===== src/hdl/tcn_pkg.sv =====
package tcn_pkg;

	localparam logic OP_COEF   = 1'b0;
	localparam logic OP_SAMPLE = 1'b1;

	typedef enum logic [1:0] {
		LAYER_A = 2'd0,
		LAYER_B = 2'd1,
		LAYER_C = 2'd2
	} layer_t;

	typedef struct packed {
		logic clear;
		logic load;
		logic mac;
	} mac_ctrl_t;

endpackage


===== src/hdl/tcn_mac.sv =====
module tcn_mac #(
	parameter int DATA_WIDTH    = 16,
	parameter int FRACTION_BITS = 8,
	parameter int ACC_WIDTH     = 48
) (
	input  logic                         clk,
	input  tcn_pkg::mac_ctrl_t           ctrl,
	input  logic signed [DATA_WIDTH-1:0] bias,
	input  logic signed [DATA_WIDTH-1:0] weight,
	input  logic signed [DATA_WIDTH-1:0] value,
	input  logic                         relu,
	output logic signed [DATA_WIDTH-1:0] result
);

	localparam logic signed [ACC_WIDTH-1:0] HI =
		ACC_WIDTH'((64'sd1 <<< (DATA_WIDTH - 1)) - 64'sd1);
	localparam logic signed [ACC_WIDTH-1:0] LO = -HI - ACC_WIDTH'(1);

	logic signed [ACC_WIDTH-1:0]      acc_q;
	logic signed [2*DATA_WIDTH-1:0]   prod;
	logic signed [ACC_WIDTH-1:0]      shifted;

	assign prod = weight * value;

	always_ff @(posedge clk) begin
		if (ctrl.clear) begin
			acc_q <= '0;
		end else if (ctrl.load) begin
			acc_q <= ACC_WIDTH'(bias) <<< FRACTION_BITS;
		end else if (ctrl.mac) begin
			acc_q <= acc_q + ACC_WIDTH'(prod);
		end
	end

	assign shifted = acc_q >>> FRACTION_BITS;

	always_comb begin
		if (shifted > HI) begin
			result = HI[DATA_WIDTH-1:0];
		end else if (shifted < LO) begin
			result = LO[DATA_WIDTH-1:0];
		end else begin
			result = shifted[DATA_WIDTH-1:0];
		end
		if (relu && result[DATA_WIDTH-1]) begin
			result = '0;
		end
	end

endmodule


===== src/hdl/tcn_dilated_causal_conv.sv =====
// Three-layer dilated causal convolution network over a word stream. A word with
// operation 0 stores coef_value at coef_index in state ST_WR and gives no
// result. A word with operation 1 carries one time step of the input channels
// and gives one network output word. All multiply-accumulates run on a single
// multiplier, one product per cycle. Each output fetches its bias in ST_BIAS,
// runs its products in ST_MAC, then waits in ST_END to drain the read and
// multiply pipeline and finish the sum. ST_IDLE accepts the word and ST_SHFT
// shifts the histories after the network output word is written.
// A new word is taken only when the result register is empty.
module tcn_dilated_causal_conv #(
	parameter int INPUT_CHANNELS  = 4,
	parameter int HIDDEN_CHANNELS = 2,
	parameter int TAPS            = 3,
	parameter int COEF_DEPTH      = 64,
	parameter int DATA_WIDTH      = 16,
	parameter int FRACTION_BITS   = 8
) (
	input  logic                            clk,
	input  logic                            arst_n,
	input  logic                            s_tvalid,
	output logic                            s_tready,
	// operation, coef_index[5:0], coef_value, sample_ch0..3, zero fill
	input  logic [((5*DATA_WIDTH+7+7)/8)*8-1:0] s_tdata,
	// sequence_start
	input  logic                            s_tuser,
	output logic                            m_tvalid,
	input  logic                            m_tready,
	// network_output
	output logic [DATA_WIDTH-1:0]           m_tdata
);

	localparam int I = INPUT_CHANNELS;
	localparam int H = HIDDEN_CHANNELS;
	localparam int T = TAPS;
	localparam int OFS_WB = I * H * T;
	localparam int OFS_WC = OFS_WB + H * H * T;
	localparam int OFS_BA = OFS_WC + H * T;
	localparam int OFS_BB = OFS_BA + H;
	localparam int OFS_BC = OFS_BB + H;
	localparam int AW = $clog2(COEF_DEPTH);
	localparam int HL = 2 * T - 1;
	localparam int IW = (I > 1) ? $clog2(I) : 1;
	localparam int HW = (H > 1) ? $clog2(H) : 1;
	localparam int TW = (T > 1) ? $clog2(T) : 1;
	localparam int DW = DATA_WIDTH;

	localparam logic [2:0] ST_IDLE = 3'd0;
	localparam logic [2:0] ST_BIAS = 3'd1;
	localparam logic [2:0] ST_MAC  = 3'd2;
	localparam logic [2:0] ST_END  = 3'd3;
	localparam logic [2:0] ST_SHFT = 3'd4;
	localparam logic [2:0] ST_WR   = 3'd5;

	logic [2:0] state_q;
	tcn_pkg::layer_t layer_q;
	logic [HW-1:0] o_q;
	logic [IW-1:0] i_q;
	logic [TW-1:0] k_q;
	logic [7:0] addr;

	logic signed [DW-1:0] mem [COEF_DEPTH];
	logic signed [DW-1:0] rd_q;
	logic signed [DW-1:0] x_q [I];
	logic signed [DW-1:0] xh_q [I][T];
	logic signed [DW-1:0] ha_q [H];
	logic signed [DW-1:0] hah_q [H][T];
	logic signed [DW-1:0] hb_q [H];
	logic signed [DW-1:0] hbh_q [H][HL+1];
	logic signed [DW-1:0] value, result;
	logic [5:0] widx_q;
	logic signed [DW-1:0] wval_q;
	tcn_pkg::mac_ctrl_t ctrl;
	logic mac_d_q, load_d_q, relu;

	logic [5:0] in_idx;
	logic signed [DW-1:0] in_val;
	assign in_idx = s_tdata[6:1];
	assign in_val = s_tdata[DW+6:7];

	assign s_tready = (state_q == ST_IDLE) && !m_tvalid;

	always_comb begin
		addr = '0;
		unique case (layer_q)
			tcn_pkg::LAYER_A: addr = (state_q == ST_BIAS) ? 8'(OFS_BA + int'(o_q)) :
				8'((int'(o_q) * I + int'(i_q)) * T + int'(k_q));
			tcn_pkg::LAYER_B: addr = (state_q == ST_BIAS) ? 8'(OFS_BB + int'(o_q)) :
				8'(OFS_WB + (int'(o_q) * H + int'(i_q)) * T + int'(k_q));
			tcn_pkg::LAYER_C: addr = (state_q == ST_BIAS) ? 8'(OFS_BC) :
				8'(OFS_WC + int'(i_q) * T + int'(k_q));
			default: addr = '0;
		endcase
	end

	always_ff @(posedge clk) begin
		if (state_q == ST_WR && int'(widx_q) < COEF_DEPTH) begin
			mem[AW'(widx_q)] <= wval_q;
		end
		if (int'(addr) < COEF_DEPTH) begin
			rd_q <= mem[AW'(addr)];
		end else begin
			rd_q <= '0;
		end
	end

	always_comb begin
		value = '0;
		unique case (layer_q)
			tcn_pkg::LAYER_A: value = (k_q == '0) ? x_q[i_q] : xh_q[i_q][k_q - 1'b1];
			tcn_pkg::LAYER_B: value = (k_q == '0) ? ha_q[i_q[HW-1:0]] :
				hah_q[i_q[HW-1:0]][k_q - 1'b1];
			tcn_pkg::LAYER_C: value = (k_q == '0) ? hb_q[i_q[HW-1:0]] :
				hbh_q[i_q[HW-1:0]][{k_q, 1'b0} - 1'b1];
			default: value = '0;
		endcase
	end

	logic signed [DW-1:0] value_s1;
	always_ff @(posedge clk) value_s1 <= value;

	assign ctrl.clear = 1'b0;
	assign ctrl.load  = load_d_q;
	assign ctrl.mac   = mac_d_q;
	assign relu = (layer_q != tcn_pkg::LAYER_C);

	tcn_mac #(.DATA_WIDTH(DW), .FRACTION_BITS(FRACTION_BITS), .ACC_WIDTH(2*DW+16)) u_mac (
		.clk(clk), .ctrl(ctrl), .bias(rd_q), .weight(rd_q), .value(value_s1),
		.relu(relu), .result(result)
	);

	logic [IW-1:0] i_last;
	assign i_last = (layer_q == tcn_pkg::LAYER_A) ? IW'(I - 1) : IW'(H - 1);

	always_ff @(posedge clk or negedge arst_n) begin
		if (!arst_n) begin
			state_q <= ST_IDLE;
			layer_q <= tcn_pkg::LAYER_A;
			o_q <= '0;
			i_q <= '0;
			k_q <= '0;
			m_tvalid <= 1'b0;
			m_tdata <= '0;
			mac_d_q <= 1'b0;
			load_d_q <= 1'b0;
			widx_q <= '0;
			wval_q <= '0;
			for (int c = 0; c < I; c++) x_q[c] <= '0;
			for (int c = 0; c < I; c++) for (int a = 0; a < T; a++) xh_q[c][a] <= '0;
			for (int c = 0; c < H; c++) begin
				ha_q[c] <= '0;
				hb_q[c] <= '0;
				for (int a = 0; a < T; a++) hah_q[c][a] <= '0;
				for (int a = 0; a <= HL; a++) hbh_q[c][a] <= '0;
			end
		end else begin
			if (m_tvalid && m_tready) m_tvalid <= 1'b0;
			load_d_q <= (state_q == ST_BIAS);
			mac_d_q <= (state_q == ST_MAC);
			unique case (state_q)
				ST_IDLE: begin
					if (s_tvalid && s_tready) begin
						if (s_tdata[0] == tcn_pkg::OP_COEF) begin
							widx_q <= in_idx;
							wval_q <= in_val;
							state_q <= ST_WR;
						end else begin
							for (int c = 0; c < I; c++) x_q[c] <= s_tdata[7+DW*(c+1) +: DW];
							if (s_tuser) begin
								for (int c = 0; c < I; c++)
									for (int a = 0; a < T; a++) xh_q[c][a] <= '0;
								for (int c = 0; c < H; c++) begin
									for (int a = 0; a < T; a++) hah_q[c][a] <= '0;
									for (int a = 0; a <= HL; a++) hbh_q[c][a] <= '0;
								end
							end
							layer_q <= tcn_pkg::LAYER_A;
							o_q <= '0;
							i_q <= '0;
							k_q <= '0;
							state_q <= ST_BIAS;
						end
					end
				end
				ST_WR: state_q <= ST_IDLE;
				ST_BIAS: state_q <= ST_MAC;
				ST_MAC: begin
					if (k_q == TW'(T - 1)) begin
						k_q <= '0;
						if (i_q == i_last) begin
							i_q <= '0;
							state_q <= ST_END;
						end else begin
							i_q <= i_q + 1'b1;
						end
					end else begin
						k_q <= k_q + 1'b1;
					end
				end
				ST_END: begin
					if (!mac_d_q) begin
						unique case (layer_q)
							tcn_pkg::LAYER_A: ha_q[o_q] <= result;
							tcn_pkg::LAYER_B: hb_q[o_q] <= result;
							default: m_tdata <= result;
						endcase
						if (layer_q == tcn_pkg::LAYER_C) begin
							m_tvalid <= 1'b1;
							state_q <= ST_SHFT;
						end else if (o_q == HW'(H - 1)) begin
							o_q <= '0;
							layer_q <= (layer_q == tcn_pkg::LAYER_A) ?
								tcn_pkg::LAYER_B : tcn_pkg::LAYER_C;
							state_q <= ST_BIAS;
						end else begin
							o_q <= o_q + 1'b1;
							state_q <= ST_BIAS;
						end
					end
				end
				ST_SHFT: begin
					for (int c = 0; c < I; c++) begin
						for (int a = T - 1; a > 0; a--) xh_q[c][a] <= xh_q[c][a-1];
						xh_q[c][0] <= x_q[c];
					end
					for (int c = 0; c < H; c++) begin
						for (int a = T - 1; a > 0; a--) hah_q[c][a] <= hah_q[c][a-1];
						hah_q[c][0] <= ha_q[c];
						for (int a = HL; a > 0; a--) hbh_q[c][a] <= hbh_q[c][a-1];
						hbh_q[c][0] <= hb_q[c];
					end
					state_q <= ST_IDLE;
				end
				default: state_q <= ST_IDLE;
			endcase
		end
	end

endmodule

===== config.mk =====
export PLATFORM = sky130hd
export DESIGN_NAME = tcn_dilated_causal_conv
export DESIGN_NICKNAME = d
export VERILOG_FILES = /design/src/hdl/tcn_pkg.sv /design/src/hdl/tcn_mac.sv /design/src/hdl/tcn_dilated_causal_conv.sv
export SDC_FILE = /design/constraint.sdc
export NUM_CORES = 2
export LEC_CHECK = 0
export ABC_AREA = 1
export BUFFER_PORTS_ARGS = -buffer_cell sky130_fd_sc_hd__buf_2
export CELL_PAD_IN_SITES_DETAIL_PLACEMENT = 0
export CELL_PAD_IN_SITES_GLOBAL_PLACEMENT = 1
export CORE_MARGIN = 8
export CORE_UTILIZATION = 52
export CTS_BUF_LIST = sky130_fd_sc_hd__clkbuf_4
export DETAILED_ROUTE_END_ITERATION = 12
export PLACE_DENSITY_LB_ADDON = 0.08
export SKIP_CTS_REPAIR_TIMING = 1
export SYNTH_ARGS = -nofsm -noshare
export SYNTH_HDL_FRONTEND = slang
export SYNTH_SLANG_ARGS = --single-unit

===== constraint.sdc =====
create_clock -name clk -period 8.22 [get_ports clk]
set_input_delay 0.411 -clock clk [delete_from_list [all_inputs] [get_ports clk]]
set_output_delay 0.411 -clock clk [all_outputs]
set_load 0.1 [all_outputs]

==> metrics.md <==
| Metric | Value |
|---|---|
| Final Non-Filler Cells | 12,700 |
| H-tree depth | 5 |
| Critical Path AT | 8.48 ns |
| # IOs | 111 |
| Die width | 437 microns |
| Async set-reset flop share out of synthesis | 37.4% |
| Placed Cells | 11,600 |
| Register area | 49,300 sq um |
| Clk_lat worst skew | 1.42 ns |
| Mux contribution to synthesized area | 0.195% |
| Ys Warns | 0 |
| R2r endpoint | u_mac.acc_q[36]$_DFFE_PP_ |
| Antenna violations before repair | 8 |
| Complex-gate fraction of the synthesized area | 7.97% |
| Clk Tree Root Cell | clkbuf_4 |
| Area Overhead vs Synth | 11.3% |
| Endpoint class of the critical path | register |
| Cells after synthesis | 9,577 |
| Largest family of logic cells by synthesized area | simple AND/OR/NAND/NOR gates |
| CTS Buffer Depth | 4 |
| RSZ-0062 raised after global routing | no |
| Port Buffer Count | 109 |
| Gp weighted congestion | 0.871 |
| DR WL/cell | 21.0 microns |
| Final worst path period share | 90.4% |
| Synth top area cells | edfxtp_1, dfrtp_1, fa_1, nand3_1, inv_1 |
| Starting Density | 52.4% |
| Final ANT Viol Nets | 0 |
| Synth Area in Adders | 9.95% |
| Critical setup path kind | register to register |
| Synth top cells by count | inv_1, nand3_1, nand2_1, edfxtp_1, dfrtp_1 |
| XOR/XNOR Fraction of Synth Area | 0.0948% |
| Ys flop type | edfxtp_1 |
| GRT Resource Usage Total | 27.2% |
| Status | completed |
| Fmax | 0.135 GHz |
| EDFF count, synth | 1,064 |
| Share of the synthesized area in the top cell type | 34.6% |
| Nets@finish | 10,600 |
| Post-Synth Simple-Gate Area | 18.2% |
| Crit path launch | rd_q[15]$_DFF_P_ |
| Core ar. | 176,000 sq um |
| Critical Path End | u_mac.acc_q[36]$_DFFE_PP_ |
| R2R cell count | 21 |
| CTS tree | built |
| Ratio of cells with drive above 1 in the final layout | 11.0% |
| Total nets after synthesis | 10,200 |
| Die Y | 437 microns |
| Final setup viols | 0 |
| TritonRoute pass-1 iters | 7 |
| Worst R2R Start | rd_q[15]$_DFF_P_ |
| Hpwl dp | 157 mm |
| Largest net degree at the start of global routing | 268 |
| Clk slew on worst S/H paths | 0.07 ns |
| Yosys cell types | 49 |
| First-pass GRT wire length | 407 mm |
| Grt ovf | 0 |
| Total CTS buffers | 478 |
| # DRC | 0 |
| Syn_area_per_cell | 9.64 sq um |
| Final Max Tran Viols | 0 |
| Largest area contributor in the netlist | edfxtp_1 |
| Crit start category | register |
| Die area | 191,000 sq um |
| Post-Syn Area | 92,400 sq um |
| Vias | 69,600 |
| Crit path required time | 9.27 ns |
| Initial drt markers | 5,907 |
| Number of vias per cell | 5.50 |
| Setup_tns | 0 ns |
| Area taken by multi-input logic gates | 33,800 sq um |
| Number of global-route vias before repair | 69,100 |
| Placement row count | 154 |
| Max_cap viols | 0 |
| Final Hold Fails | 0 |
| Clock skew | 0.116 ns |
| Worst-Margin Slew | 1.37 ns |
| Sequential area share after synthesis | 53.3% |
| FILL cells | 15,700 |
| Worst slew margin | 8.41% |
| Dominant cell by count in the synthesized netlist | inv_1 |
| Min-delay worst type | input port to asynchronous set/reset pin |
| Synth Register Bits | 1,763 |
| Min Tclk post-route | 7.43 ns |
| DRT Wirelength | 266 mm |
| Crit Path Max Fanout | 17 |
| Worst reg2reg setup slack | 0.79 ns |
| Sink Count | 1,763 |
[worst max-delay path: stages, from the launching register on]
cell     delay (ns)
dfxtp_1        0.57
nand2_1        0.28
inv_1          0.10
fa_2           0.66
inv_1          0.11
fa_1           0.90
fa_1           0.66
fa_1           0.61
inv_1          0.54
fa_1           0.52
inv_1          0.07
fa_1           0.42
inv_1          0.07
ha_1           0.28
nand2_1        0.09
nand2_1        0.07
a31oi_1        0.37
o21ai_0        0.24
a21oi_1        0.16
nand3_1        0.18
nor2_1         0.13
o21ai_0        0.09
[worst min path at each step]
stage	to	startpoint
2_1_floorplan	ha_q[0]$_DFFE_PN0P_	arst_n
3_3_place_gp	hb_q[15]$_DFFE_PN0P_	hb_q[15]$_DFFE_PN0P_
3_5_place_dp	hb_q[15]$_DFFE_PN0P_	hb_q[15]$_DFFE_PN0P_
4_1_cts	x_q[42]$_DFFE_PN0P_	arst_n
5_1_grt	state_q[1]$_DFFE_PN0P_	s_tvalid
6_report	x_q[12]$_DFFE_PN0P_	arst_n
[flip-flops by register name, indices dropped and copies added (netlist names)]
name and cells:
ha_q 32, hah_q 96, hb_q 32, hbh_q 192, i_q 2, k_q 2, layer_q 2, load_d_q 1
m_tdata 16, m_tvalid 1, mac_d_q 1, mem 1024, o_q 1, rd_q 16, state_q 3, u_mac.acc_q 48
value_s1 16, widx_q 6, wval_q 16, x_q 64, xh_q 192
[per-layer routing]
metal / vias up / global-route usage, % / share of wire [%]
li1: 32600 / - / -
met1: 34200 / 36.6 / 42
met2: 2293 / 44.7 / 48
met3: 507 / 4.26 / 6.1
met4: 0 / 10.6 / 3.5
met5: - / 0 / 0
[kinds of logic (layout without fill, tap and decap cells)]
family | after synthesis | after routing
DFF | 1763 | 1763
xor gates and xnor gates | 10 | 10
buffers and inverters | 2378 | 3104
and+or+nand+nor | 3554 | 3554
other | 0 | 10
adders and majority gates | 514 | 514
AOI/OAI and AO/OA | 1342 | 1342
muxes | 16 | 16
[layout by cell type (no fill, tap or decap), types with 8 or more instances in the layout]
master,n
a21oi_1,321
buf_12,14
buf_2,108
buf_4,161
clkbuf_4,730
clkinv_1,84
clkinv_2,12
dfrtp_1,640
dfrtp_2,16
dfxtp_1,40
diode_2,10
dlygate4sd3_1,218
edfxtp_1,1064
fa_1,366
ha_1,145
inv_1,1746
inv_2,24
mux2_2,16
nand2_1,1389
nand3_1,1459
nand3b_1,377
nand4_1,29
nor2_1,245
nor2_2,9
nor3_1,15
o211ai_1,31
o21a_1,16
o21ai_0,577
o21ai_1,8
o21bai_1,12
o22ai_1,357
[per-stage QoR]
step / hold WS [ns] / worst slack (ns) / utilization (%) / area (sq um)
floorplan: 0.115 / 1.73 / - / 92400
global placement: 0.458 / 0.846 / 53.7 / 94700
detailed placement: 0.458 / 0.782 / 53.7 / 94700
CTS: -0.957 / 0.797 / 57.0 / 101000
global route: 0.211 / 0.391 / 58.3 / 103000
finish: 0.295 / 0.789 / 58.3 / 103000
[layout make-up]
class | count | share of cell area, %
Antenna cell | 10 | 0.0243
Clock buffer | 730 | 5.33
Clock inverter | 102 | 0.393
Inverter | 1769 | 6.48
Multi-Input combinational cell | 5436 | 32.8
Sequential cell | 1763 | 47.9
Tap cell | 2340 | 2.85
Timing Repair Buffer | 503 | 4.14
Power is left out: the tool's default activity adds up to more than one toggle a clock period on the data nets, which glitch-free logic cannot reach.
